[src/hdl/rsa_me_pkg.sv]
// shared constants for the rsa modular exponentiation block
package rsa_me_pkg;

  // configuration register indexes
  localparam int CFG_IDX_W = 2;
  typedef enum logic [CFG_IDX_W-1:0] {
    CFG_MODULUS     = 2'd0,
    CFG_PUBLIC_EXP  = 2'd1,
    CFG_PRIVATE_EXP = 2'd2,
    CFG_UNUSED      = 2'd3
  } cfg_index_t;

  // command codes carried on tuser
  typedef enum logic {
    CMD_ENCRYPT = 1'b0,
    CMD_DECRYPT = 1'b1
  } command_t;

  // register reset values (toy primes 5 and 11)
  localparam int MODULUS_RST     = 55;
  localparam int PUBLIC_EXP_RST  = 3;
  localparam int PRIVATE_EXP_RST = 27;

endpackage

[src/hdl/rsa_me_modstep.sv]
// one step of shift-and-add modular reduction: (2*acc + cin [+ addend]) mod m
module rsa_me_modstep #(
  parameter int WIDTH = 16
) (
  input  logic [WIDTH-1:0] acc,
  input  logic             cin,
  input  logic             add_en,
  input  logic [WIDTH-1:0] addend,
  input  logic [WIDTH-1:0] modulus,
  output logic [WIDTH-1:0] res
);

  logic [WIDTH:0] dbl;
  logic [WIDTH:0] mod_ext;
  logic [WIDTH:0] dbl_red;
  logic [WIDTH:0] sum;
  logic [WIDTH:0] sum_red;

  // acc < m, so 2*acc + cin < 2m and one subtract is enough
  assign mod_ext = {1'b0, modulus};
  assign dbl     = {acc, cin};
  assign dbl_red = (dbl >= mod_ext) ? (dbl - mod_ext) : dbl;

  // addend < m, same bound holds
  assign sum     = {1'b0, dbl_red[WIDTH-1:0]} + {1'b0, addend};
  assign sum_red = (sum >= mod_ext) ? (sum - mod_ext) : sum;

  assign res = add_en ? sum_red[WIDTH-1:0] : dbl_red[WIDTH-1:0];

endmodule

[src/hdl/rsa_modular_exponentiation.sv]
// top level of the rsa modular exponentiation block
//
// usage: each input transaction carries a value on in_tdata and a command on
// in_tuser (0 encrypt with the public exponent, 1 decrypt with the private
// exponent). one output transaction returns value^exponent mod modulus on
// out_tdata. modulus and both exponents are written over the cfg_ channel
// (index 0 modulus, 1 public exponent, 2 private exponent, 3 ignored), by
// the user only while idle, unenforced by the block; cfg_ready is always high.
// operation: the value is first reduced bit by bit, then each of the WIDTH
// exponent bits costs a modular square plus, for a one bit, a modular
// multiply. every step is one pass through the single shared modstep unit
// (double, conditional add, two reductions). a modulus of 0 or 1 gives 0.
// one item is worked on at a time; in_tready is high only when idle.
// the result sits in an output register, so a new item is taken while it
// waits; if the receiver still stalls when the next result is done, the
// sequencer holds it and waits.
// reset (rst_n low, synchronous) restores modulus 55, exponents 3 and 27,
// clears the sequencer and drops out_tvalid.
module rsa_modular_exponentiation
  import rsa_me_pkg::*;
#(
  parameter int WIDTH = 16
) (
  input  logic                          clk,
  input  logic                          rst_n,
  // input channel
  input  logic                          in_tvalid,
  output logic                          in_tready,
  input  logic [((WIDTH+7)/8)*8-1:0]    in_tdata,   // message_value, zero padded
  input  logic                          in_tuser,   // command
  // result channel
  output logic                          out_tvalid,
  input  logic                          out_tready,
  output logic [((WIDTH+7)/8)*8-1:0]    out_tdata,  // result_value, zero padded
  // configuration channel
  input  logic                          cfg_valid,
  output logic                          cfg_ready,
  input  logic [CFG_IDX_W-1:0]          cfg_index,
  input  logic [WIDTH-1:0]              cfg_data
);

  localparam int DATA_W = ((WIDTH + 7) / 8) * 8;
  localparam int CNT_W  = (WIDTH > 1) ? $clog2(WIDTH) : 1;

  typedef enum logic [2:0] {
    S_IDLE,
    S_REDUCE,
    S_SQUARE,
    S_MULT,
    S_HOLD
  } state_t;

  state_t             state_r;
  logic [WIDTH-1:0]   modulus_r;
  logic [WIDTH-1:0]   pub_exp_r;
  logic [WIDTH-1:0]   priv_exp_r;
  logic [WIDTH-1:0]   base_r;      // value mod m
  logic [WIDTH-1:0]   acc_r;       // running power
  logic [WIDTH-1:0]   prod_r;      // partial product / remainder
  logic [WIDTH-1:0]   mul_b_r;     // multiplier bits, msb first
  logic [WIDTH-1:0]   exp_r;       // exponent bits, msb first
  logic [CNT_W-1:0]   step_cnt_r;
  logic [CNT_W-1:0]   bit_cnt_r;
  logic               out_valid_r;
  logic [WIDTH-1:0]   out_value_r;

  // shared unit hookup
  logic               unit_cin;
  logic               unit_add;
  logic [WIDTH-1:0]   unit_addend;
  logic [WIDTH-1:0]   unit_res;

  logic               in_fire;
  logic               out_fire;
  logic               step_last;
  logic               modulus_trivial;
  logic               result_load;

  assign in_tready  = (state_r == S_IDLE);
  assign in_fire    = in_tvalid & in_tready;
  assign out_fire   = out_valid_r & out_tready;
  assign out_tvalid = out_valid_r;
  assign out_tdata  = DATA_W'(out_value_r);
  assign cfg_ready  = 1'b1;

  assign step_last       = (step_cnt_r == '0);
  assign modulus_trivial = (modulus_r <= WIDTH'(1));

  // finished result moves out once the output register is free
  assign result_load = (state_r == S_HOLD) && (!out_valid_r || out_tready);

  // reduction shifts the value in as carry; multiply phases add on a one bit
  always_comb begin
    unit_cin    = 1'b0;
    unit_add    = 1'b0;
    unit_addend = acc_r;
    unique case (state_r)
      S_REDUCE: unit_cin = mul_b_r[WIDTH-1];
      S_SQUARE: begin
        unit_add    = mul_b_r[WIDTH-1];
        unit_addend = acc_r;
      end
      S_MULT: begin
        // multiplier bits are the base, the running power is added
        unit_add    = mul_b_r[WIDTH-1];
        unit_addend = acc_r;
      end
      default: begin
        unit_cin = 1'b0;
      end
    endcase
  end

  rsa_me_modstep #(
    .WIDTH(WIDTH)
  ) u_modstep (
    .acc     (prod_r),
    .cin     (unit_cin),
    .add_en  (unit_add),
    .addend  (unit_addend),
    .modulus (modulus_r),
    .res     (unit_res)
  );

  // configuration registers
  always_ff @(posedge clk) begin
    if (!rst_n) begin
      modulus_r  <= WIDTH'(MODULUS_RST);
      pub_exp_r  <= WIDTH'(PUBLIC_EXP_RST);
      priv_exp_r <= WIDTH'(PRIVATE_EXP_RST);
    end else if (cfg_valid && cfg_ready) begin
      unique case (cfg_index_t'(cfg_index))
        CFG_MODULUS:     modulus_r  <= cfg_data;
        CFG_PUBLIC_EXP:  pub_exp_r  <= cfg_data;
        CFG_PRIVATE_EXP: priv_exp_r <= cfg_data;
        default: begin
        end
      endcase
    end
  end

  // sequencer and output register
  always_ff @(posedge clk) begin
    if (!rst_n) begin
      state_r     <= S_IDLE;
      out_valid_r <= 1'b0;
    end else begin
      // set by a finished item, cleared once the receiver takes it
      out_valid_r <= result_load | (out_valid_r & ~out_fire);
      unique case (state_r)
        S_IDLE: begin
          if (in_fire) begin
            mul_b_r    <= in_tdata[WIDTH-1:0];
            prod_r     <= '0;
            step_cnt_r <= CNT_W'(WIDTH - 1);
            bit_cnt_r  <= CNT_W'(WIDTH - 1);
            exp_r      <= (command_t'(in_tuser) == CMD_DECRYPT) ? priv_exp_r : pub_exp_r;
            if (modulus_trivial) begin
              // no nonzero residue exists
              acc_r   <= '0;
              state_r <= S_HOLD;
            end else begin
              acc_r   <= WIDTH'(1);
              state_r <= S_REDUCE;
            end
          end
        end
        S_REDUCE: begin
          if (step_last) begin
            base_r     <= unit_res;
            mul_b_r    <= acc_r;
            prod_r     <= '0;
            step_cnt_r <= CNT_W'(WIDTH - 1);
            state_r    <= S_SQUARE;
          end else begin
            step_cnt_r <= step_cnt_r - 1'b1;
            mul_b_r    <= mul_b_r << 1;
            prod_r     <= unit_res;
          end
        end
        S_SQUARE, S_MULT: begin
          if (step_last) begin
            acc_r      <= unit_res;
            prod_r     <= '0;
            step_cnt_r <= CNT_W'(WIDTH - 1);
            if (state_r == S_SQUARE && exp_r[WIDTH-1]) begin
              // one bit: multiply by the base
              mul_b_r <= base_r;
              state_r <= S_MULT;
            end else begin
              exp_r   <= exp_r << 1;
              mul_b_r <= unit_res;
              if (bit_cnt_r == '0) begin
                state_r <= S_HOLD;
              end else begin
                bit_cnt_r <= bit_cnt_r - 1'b1;
                state_r   <= S_SQUARE;
              end
            end
          end else begin
            step_cnt_r <= step_cnt_r - 1'b1;
            mul_b_r    <= mul_b_r << 1;
            prod_r     <= unit_res;
          end
        end
        S_HOLD: begin
          // wait until the output register is free
          if (result_load) begin
            out_value_r <= acc_r;
            state_r     <= S_IDLE;
          end
        end
        default: begin
          state_r <= S_IDLE;
        end
      endcase
    end
  end

endmodule
[config.mk]
export PLATFORM = sky130hd
export DESIGN_NAME = rsa_modular_exponentiation
export DESIGN_NICKNAME = d
export VERILOG_FILES = /design/src/hdl/rsa_me_pkg.sv /design/src/hdl/rsa_me_modstep.sv /design/src/hdl/rsa_modular_exponentiation.sv
export SDC_FILE = /design/constraint.sdc
export NUM_CORES = 1
export LEC_CHECK = 0
export ABC_CLOCK_PERIOD_IN_PS = 16800
export BUFFER_PORTS_ARGS = -buffer_cell sky130_fd_sc_hd__buf_2
export CAP_MARGIN = 20
export CORE_MARGIN = 2
export CORE_UTILIZATION = 40
export DETAILED_ROUTE_END_ITERATION = 8
export SLEW_MARGIN = 30
export SYNTH_ARGS = -nofsm -noshare
export SYNTH_HDL_FRONTEND = slang
export SYNTH_SLANG_ARGS = --single-unit
[constraint.sdc]
create_clock -name clk -period 16.8 [get_ports clk]
set_input_delay 1.68 -clock clk [delete_from_list [all_inputs] [get_ports clk]]
set_output_delay 1.68 -clock clk [all_outputs]
set_load 0.005 [all_outputs]
### Yosys cells after proc, flatten, opt, wreduce, memory -nomap -nowiden

Cells that the tools add are included.

| word-level totals | value |
|---|---|
| flip-flop bits (word level) | 156 |
| bits of input ports | 40 |
| output and inout port bits | 19 |
| logic and storage cells | 99 |

| operators by class | value |
|---|---|
| add/subtract/negate cells | 5 |
| order comparisons | 3 |
| equality and inequality tests | 12 |
| multiplexer cells | 37 |
| bitwise operators | 5 |
| reduce and logical (&&, ||, !) cells | 24 |

Operators by type and width:

| operator | count |
|---|---|
| 16-bit 2-to-1 mux | 15 |
| 16-bit case mux with 2 select lines | 3 |
| 16-bit case mux with 3 select lines | 1 |
| 17-bit by 16-bit greater-or-equal comparator with 1-bit output | 2 |
| 16-bit subtractor | 2 |
| 3-bit 2-to-1 mux | 7 |
| 4-bit 2-to-1 mux | 5 |
| 16-bit by 16-bit adder with 17-bit output | 1 |
| 16-bit by 1-bit less-or-equal comparator with 1-bit output, second input constant | 1 |
| 4-bit case mux with 2 select lines | 2 |
| 3-bit case mux with 4 select lines | 1 |
| 3-bit AND reduction | 4 |
| 4-bit logical NOT | 2 |
| 2-bit != test, second input constant | 4 |
| 4-bit AND reduction | 2 |
| 4-bit by 1-bit subtractor with 4-bit output, second input constant | 2 |
| 3-bit by 2-bit equality test with 1-bit output, second input constant | 2 |
| 2-bit AND reduction | 3 |
| 6-bit AND reduction | 1 |
| 5-bit AND reduction | 1 |
| 2-bit by 1-bit != test with 1-bit output, second input constant | 2 |
| 2-bit nonzero test | 2 |
| 1-bit bitwise AND | 3 |
| 3-bit by 1-bit equality test with 1-bit output, second input constant | 1 |
| 14 further kinds | 17 |

### Longest topological paths before layout

Gate-level depths: netlist of run 1.

| depth | value |
|---|---|
| depth in word-level cells | 11 |
| gate-level depth with buffers | 34 |
| mapped depth without buffers | 31 |

### Hierarchy

From an unflattened synthesis of run 1, not the netlist that was laid out.

| second synthesis, totals | value |
|---|---|
| cell total of the unflattened synthesis | 993 |
| area, all modules | 9634.2 µm² |

Modules (own cells, without submodules):

| module | instances | cells each | area each (µm²) | sequential area each (µm²) |
|---|---|---|---|---|
| rsa_modular_exponentiation | 1 | 608 | 6707.7 | 4164.0 |
| rsa_me_modstep | 1 | 385 | 2926.6 | 0.0 |

### Worst setup path after synthesis of run 1

No wires, ideal clock.

| timing | value |
|---|---|
| path type | register to register |
| from | register state_r[0] |
| to | register mul_b_r[2], data pin |
| setup time | 0.145 ns |
| arrival time | 6.494 ns |
| data required time | 16.655 ns |
| slack | 10.162 ns |
| stages on the path, launching flop included | 32 |
| path buffers | 3 |
| period minus slack after synthesis | 6.638 ns |
| cell sequence | dfxtp_1 clkbuf_1 nor2b_1 nor2b_1 nand2_1 ha_1 nor2b_1 o21bai_1 nand2_1 o21a_1 clkbuf_1 a21oi_1 mux2i_1 inv_1 ha_1 a211oi_1 o21ai_0 o41ai_1 a31oi_1 o41ai_1 xnor2_1 ha_1 inv_1 or3_1 nor4_1 nor4_1 o21ai_0 clkbuf_1 o21ai_0 a31o_2 o211a_1 o21ai_1 |

| between the ends | value |
|---|---|
| cells in the longest elaborated chain, start to end | 11 |
| elaborated cells on any way between the ends | 19 |
| those cells by class | add/sub (3); order compare (2); eq/ne (3); mux (8); reduce/logical (3) |

Ends and longest elaborated chain:

| element | RTL line | text |
|---|---|---|
| start: declaration | rsa_modular_exponentiation.sv:53 | `state_t state_r;` |
| start signal: assignment | rsa_modular_exponentiation.sv:145 | `state_r <= S_IDLE;` |
| start signal: assignment | rsa_modular_exponentiation.sv:161 | `state_r <= S_HOLD;` |
| start signal: assignment | rsa_modular_exponentiation.sv:164 | `state_r <= S_REDUCE;` |
| 3-bit by 1-bit equality test with 1-bit output | rsa_modular_exponentiation.sv:97, rsa_modular_exponentiation.sv:150 |  |
| 1-bit 2-to-1 mux | rsa_modular_exponentiation.sv:97 | `unique case (state_r)` |
| 16-bit subtractor / 17-bit by 16-bit greater-or-equal comparator with 1-bit output (equally long branches) | rsa_me_modstep.sv:22 | `assign dbl_red = (dbl >= mod_ext) ? (dbl - mod_ext) : dbl;` |
| 16-bit 2-to-1 mux | rsa_me_modstep.sv:22 |  |
| 16-bit by 16-bit adder with 17-bit output | rsa_me_modstep.sv:25 | `assign sum = {1'b0, dbl_red[WIDTH-1:0]} + {1'b0, addend};` |
| 16-bit subtractor / 17-bit by 16-bit greater-or-equal comparator with 1-bit output (equally long branches) | rsa_me_modstep.sv:26 | `assign sum_red = (sum >= mod_ext) ? (sum - mod_ext) : sum;` |
| 16-bit 2-to-1 mux | rsa_me_modstep.sv:26 |  |
| 16-bit 2-to-1 mux | rsa_me_modstep.sv:28 | `assign res = add_en ? sum_red[WIDTH-1:0] : dbl_red[WIDTH-1:0];` |
| 16-bit 2-to-1 mux | rsa_modular_exponentiation.sv:186 | `if (state_r == S_SQUARE && exp_r[WIDTH-1]) begin` |
| 16-bit 2-to-1 mux | rsa_modular_exponentiation.sv:182 | `if (step_last) begin` |
| 16-bit case mux with 3 select lines * | rsa_modular_exponentiation.sv:150 | `unique case (state_r)` |
| end signal: assignment | rsa_modular_exponentiation.sv:153 | `mul_b_r <= in_tdata[WIDTH-1:0];` |
| end signal: assignment | rsa_modular_exponentiation.sv:188 | `mul_b_r <= base_r;` |
| end signal: assignment | rsa_modular_exponentiation.sv:192 | `mul_b_r <= unit_res;` |
| end: declaration | rsa_modular_exponentiation.sv:60 | `logic [WIDTH-1:0] mul_b_r;` |

Mark *: on every way between the ends. The rest lies on a longest branch, timed or not.
A chain may end at the register's enable or synchronous reset.

### Worst setup path in the final report of run 1

| timing | value |
|---|---|
| from | register state_r[0] |
| to | register acc_r[13], data pin |

| between the ends | value |
|---|---|
| cells in the longest elaborated chain, start to end | 10 |
| elaborated cells on any way between the ends | 17 |
| those cells by class | add/sub (3); order compare (2); eq/ne (3); mux (7); reduce/logical (2) |

Ends and longest elaborated chain:

| element | RTL line | text |
|---|---|---|
| 3-bit by 1-bit equality test with 1-bit output | rsa_modular_exponentiation.sv:97 |  |
| 1-bit 2-to-1 mux | rsa_modular_exponentiation.sv:97 |  |
| 16-bit subtractor / 17-bit by 16-bit greater-or-equal comparator with 1-bit output (equally long branches) | rsa_me_modstep.sv:22 |  |
| 16-bit 2-to-1 mux | rsa_me_modstep.sv:22 |  |
| 16-bit by 16-bit adder with 17-bit output | rsa_me_modstep.sv:25 |  |
| 16-bit subtractor / 17-bit by 16-bit greater-or-equal comparator with 1-bit output (equally long branches) | rsa_me_modstep.sv:26 |  |
| 16-bit 2-to-1 mux | rsa_me_modstep.sv:26 |  |
| 16-bit 2-to-1 mux | rsa_me_modstep.sv:28 |  |
| 16-bit 2-to-1 mux | rsa_modular_exponentiation.sv:182 |  |
| 16-bit case mux with 2 select lines * | rsa_modular_exponentiation.sv:150 |  |
| end signal: assignment | rsa_modular_exponentiation.sv:183 | `acc_r <= unit_res;` |
| end: declaration | rsa_modular_exponentiation.sv:58 | `logic [WIDTH-1:0] acc_r;` |

Mark *: on every way between the ends. The rest lies on a longest branch, timed or not. The select of a mux whose other input is x is not followed.

==> metrics.csv, run 1 <==
metric,value,unit
status,completed,
Achievable Freq,0.124,GHz
Synth top area share,0.327,
post-synthesis simple-gate area fraction,0.171,
H-tree Lvls,4,
Worst Max-Slew Pin Slew,837,ps
CTS tree,built,
Main synth FF type,edfxtp_1,
# setup viols final,0,
GRT Util Overall,0.234,
CORE AREA,23500,µm²
slowest CP cell,o41ai_1,
worst clock skew,11.4,ps
DP Area,10200,µm²
nets,1201,
"Slew Viols, Final",0,
number of nets with antenna violations after routing,0,
hold slack,454,ps
max incr delay on CP,570,ps
diode count,0,
Iteration-0 DRC Markers,671,
Mapped Area,9560,µm²
Clock Tree Root,clkbuf_16,
"EDFF count, synth",104,
Resize count post-CTS,0,
largest net degree at the start of global routing,57,
final period utilization,0.478,
Max IR drop VDD,0.0000789,V
Vias,8110,
"CP delay by family, top",compound AO/OA/AOI/OAI gates,
final WL,28400,µm
Seq cells post-synth,156,
setup TNS,0,ps
CTS max path bufs,2,
antenna violations before repair,0,
"commonest non-fill, non-tap cell in the layout",nand2_1,
Synth Area in Adders,0.0743,
register area share after synthesis,0.436,
vias in the first global route,7869,
DPL Wire Length,20800,µm
CP Data Required Time,16950,ps
most frequent cells in the layout,"191 x nand2_1, 108 x a21oi_1, 104 x edfxtp_1, 66 x nor2_1, 61 x o21ai_0",
Synth Area in Compound Gates,0.215,
row cnt,56,
Yosys top cell by area,edfxtp_1,
Max-slew headroom,0.442,
TritonRoute pass-1 iters,4,
die height,159,µm
kind of critical path,reg2reg,
first-pass GRT wire length,44200,µm
DIE WIDTH,159,µm
Max Fanout on Critical Path,14,
crit path time final,8030,ps
Clock Pin Slew Worst Setup and Hold Paths,70,ps
# DRC,0,
Synth Net Count,1165,
Area contributors post-synth,"edfxtp_1 33%, dfxtp_1 11%, nand2_1 7.5%, ha_1 6.8%, a21oi_1 5.7%",
Synth-to-Final Area Change,12.9,%
Clock Sinks,156,
Worst-Skew Late Latency,440,ps
fin util,0.460,
post-synthesis mux area share,0.0233,
number of I/O pins,59,
hold crit path type,reg2reg,
RSZ-0062 raised after global routing,no,
Yosys warning count,0,
cell count after synthesis,1070,
critical path buffer and inverter count,3,
die area,25200,µm²
asr flop ratio synth,0,
Initial Utilization,0.407,
Netlist cell types,71,
global route overflow,0,
max_cap viols,0,
share of cells above drive strength 1,0.122,
largest family of logic cells by synthesized area,compound AO/OA/AOI/OAI gates,
pwr dens,134,nW/µm²
via/cell ratio,5.64,
RePlAce Congestion,0.942,
worst endpoint data arrival time,8180,ps
Fin. Hold Viols,0,
Avg WL per Cell,19.8,µm
Startpoint Class,flop,
hold_buf cts,0,
Post-CTS Setup Bufs,0,
XOR/XNOR share of the synthesized area,0.0357,
post-route cell area,10800,µm²
Mapped Avg Cell Area,8.93,µm²
IO Port Bufs,57,
crit end category,flop,
CTS Buf Count,17,
Pleak,4.22,nW
-- through the flow --
stage,std cells,worst slack (ps),power [W]
floorplan,1070,10160,0.000867
global placement,1406,9330,0.00105
detailed placement,1406,8950,0.00104
CTS,1438,8890,0.00144
global route,1438,7980,0.00152
finish,1438,8770,0.00145
-- worst paths after layout --
check / to / from / depth (start not counted) / slack (ps)
worst max register to register: acc_r[13] / state_r[0] / 29 / 8770
worst max-delay path: acc_r[13] / state_r[0] / 29 / 8770
worst min register to register: pub_exp_r[12] / pub_exp_r[12] / 2 / 450
worst min-delay path: pub_exp_r[12] / pub_exp_r[12] / 2 / 450
-- power breakdown --
group	total (W)	leakage (nW)	internal [W]	switching (W)
Clock	0.000399	0.290	0.000213	0.000186
Combinational	0.000610	2.55	0.000220	0.000389
Sequential	0.000441	1.38	0.000430	0.0000110
Total	0.00145	4.22	0.000863	0.000587
-- synth_stat cells, types with 5 or more instances --
library cell and n:
mux2i_1 20, a21oi_1 108, nor2b_1 10, ha_1 52, nor3_1 23, nand3_1 21, nand2_1 191, nor3b_1 5
edfxtp_1 104, and2_1 8, a31oi_1 10, xor2_1 10, clkbuf_1 45, a21o_1 21, a31o_2 8, o21a_1 16
o211ai_1 8, o21ai_1 7, o211a_1 8, o21ai_0 61, dfxtp_1 52, a211oi_1 25, nor4_1 8, nand2b_1 7
nor2_1 67, inv_1 56, nand4_1 7, xnor2_1 29
-- worst register-to-register path: cells and delay by family (launching register included) --
family	cells	cell delay (ps)
and+or+nand+nor	10	2050
AOI/OAI and AO/OA	9	2870
buffers and inverters	3	310
adders and majority gates	3	810
DFF	1	480
muxes	3	1080
xor gates and xnor gates	1	140
-- final cells by class --
type	instances	area, µm²
clock buffers	17	425
clock inverters	15	174
fillers	2290	12700
inverters	57	214
multi-input cells	804	5030
flip-flops and latches	156	4160
well taps	319	399
repair buffers	70	383
-- cells by family (layout without fill, tap and decap cells) --
logic type | after synthesis | count (layout)
xor+xnor | 39 | 39
compound gates | 319 | 319
mux | 22 | 22
simple gates | 368 | 368
buf+inv | 110 | 159
fa+ha+maj | 55 | 55
flops | 156 | 156
other cells | 1 | 1
-- per-layer routing --
| metal | part of all wire | global-route usage |
|---|---|---|
| met2 | 0.47 | 0.380 |
| met4 | 0.036 | 0.0940 |
| met3 | 0.054 | 0.0400 |
| met5 | 0 | 0 |
| met1 | 0.44 | 0.310 |
Power figures use the tool's default switching activity.
==> run 2: changes to the inputs <==
--- a/config.mk
+++ b/config.mk
@@ -5,7 +5,7 @@
 export SDC_FILE = /design/constraint.sdc
 export NUM_CORES = 1
 export LEC_CHECK = 0
-export ABC_CLOCK_PERIOD_IN_PS = 16800
+export ABC_CLOCK_PERIOD_IN_PS = 7600
 export BUFFER_PORTS_ARGS = -buffer_cell sky130_fd_sc_hd__buf_2
 export CAP_MARGIN = 20
 export CORE_MARGIN = 2
==> constraint.sdc (replaced) <==
create_clock -name clk -period 7.6 [get_ports clk]
set_input_delay 0.76 -clock clk [delete_from_list [all_inputs] [get_ports clk]]
set_output_delay 0.76 -clock clk [all_outputs]
set_load 0.005 [all_outputs]
==> run 2 against run 1 <==
  * Die area stayed put
  * Cell count is 0.70% higher
  * Critical path depth fell by 2
  * Clock skew decreased by 0.86 ps
  * Sequential share of layout area is 0.30 points lower
  * Clock power is 110% higher
  * Largest cell class unchanged
==> metrics.csv, run 2 (synthesis gave the netlist of run 1 again) <==
metric,value,unit
status,completed,
number of nets with antenna violations after routing,0,
fill cell count,2297,
IO Port Bufs,57,
CTS max path bufs,2,
total power,0.00313,W
nets,1211,
first-pass GRT wire length,43900,µm
Max-slew headroom,0.471,
worst setup path startpoint,modulus_r[11],
Clock Sinks,156,
Startpoint Class,flop,
Clock Pin Slew Worst Setup and Hold Paths,70,ps
row cnt,56,
final period utilization,0.934,
worst clock skew,10.5,ps
CTS tree,built,
Achievable Freq,0.141,GHz
H-tree Lvls,4,
DPL Wire Length,20500,µm
reg2reg end,mul_b_r[10],
# DRC,0,
crit path time final,7100,ps
worst endpoint data arrival time,7380,ps
Max Fanout on Critical Path,23,
fin util,0.463,
Avg WL per Cell,19.4,µm
share of cells above drive strength 1,0.132,
kind of critical path,reg2reg,
"reg-to-reg slack, setup",500,ps
cells on worst reg2reg path,27,
global route overflow,0,
number of I/O pins,59,
crit end category,flop,
Min-Delay Path Depth,2,
CTS Buf Count,17,
Pleak,4.26,nW
vias in the first global route,7754,
Vias,8121,
max_cap viols,0,
setup TNS,0,ps
Synth-to-Final Area Change,13.8,%
DIE WIDTH,159,µm
"Slew Viols, Final",0,
# setup viols final,0,
diode count,0,
most frequent cells in the layout,"191 x nand2_1, 108 x a21oi_1, 104 x edfxtp_1, 66 x nor2_1, 60 x o21ai_0",
die area,25200,µm²
Max IR drop VDD,0.000209,V
Initial Utilization,0.407,
Fin. Hold Viols,0,
die height,159,µm
Worst Max-Slew Pin Slew,792,ps
Worst-Skew Late Latency,430,ps
RSZ-0062 raised after global routing,no,
Clock Tree Root,clkbuf_16,
via/cell ratio,5.61,
antenna violations before repair,0,
CP Data Required Time,7880,ps
R2R Path Start,modulus_r[11],
hold crit path type,reg2reg,
hold slack,453,ps
final WL,28100,µm
RePlAce Congestion,0.936,
GRT Util Overall,0.230,
"commonest non-fill, non-tap cell in the layout",nand2_1,
TritonRoute pass-1 iters,5,
largest net degree at the start of global routing,57,
pwr dens,288,nW/µm²
CORE AREA,23500,µm²
Iteration-0 DRC Markers,608,
Worst Setup EP,mul_b_r[10],
-- run 2: per-layer routing --
layer,global-route usage,up-vias,routed length [µm]
met1,0.312,3863,12500
met4,0.0841,0,790
met3,0.0343,44,1670
met2,0.374,267,13200
met5,0,-,0
li1,-,3947,-
-- run 2: worst min-delay path by stage --
stage,startpoint,end
4_1_cts,pub_exp_r[14],pub_exp_r[14]
3_5_place_dp,pub_exp_r[8],pub_exp_r[8]
2_1_floorplan,pub_exp_r[10],pub_exp_r[10]
6_report,pub_exp_r[8],pub_exp_r[8]
5_1_grt,priv_exp_r[9],priv_exp_r[9]
3_3_place_gp,priv_exp_r[2],priv_exp_r[2]
-- run 2: power by group --
group / switching [W] / internal [W] / leakage [nW]
registers: 0.0000233 / 0.000951 / 1.38
clock network: 0.000381 / 0.000456 / 0.261
logic: 0.000808 / 0.000510 / 2.62
total: 0.00121 / 0.00192 / 4.26
-- run 2: stage by stage --
step,cells,instance area (µm²),worst slack (ps)
6_report,1448,10900,501
5_1_grt,1448,10900,54.5
4_1_cts,1446,10800,144
3_5_place_dp,1414,10200,177
3_3_place_gp,1414,10200,393
2_1_floorplan,1070,9560,962
-- run 2: layout make-up --
class	instances	area [µm²]	share of cell area
clock inverter	15	138	0.0127
clock buffer	17	425	0.0391
sequential	156	4160	0.383
timing repair buffer	80	458	0.0421
tap	319	399	0.0367
multi-input combinational	804	5080	0.467
inverter	57	214	0.0197
-- run 2: timing repair --
action | in CTS | in global routing
hold buffers | 0 | 0
resized for setup | 0 | 11
buffers inserted | 0 | 2
endpoints found under the setup margin | 0 | 64
-- run 2: worst max-delay path: stages, from the launching register on --
cell and delay (ps):
dfxtp_1 380, inv_1 100, ha_1 400, nand4_1 150
or3_4 430, o41ai_2 410, o21bai_4 200, buf_4 190
a21o_4 240, a21o_1 180, ha_1 270, nor2b_1 170
o31a_1 290, o41a_1 490, or4_1 420, o311a_1 180
inv_1 70, ha_1 290, nand4_1 160, or3_1 180
nor4_2 50, nor4_1 250, o21ai_0 180, buf_4 220
or3_1 390, a32oi_4 360, a21oi_1 140, o21ai_1 130
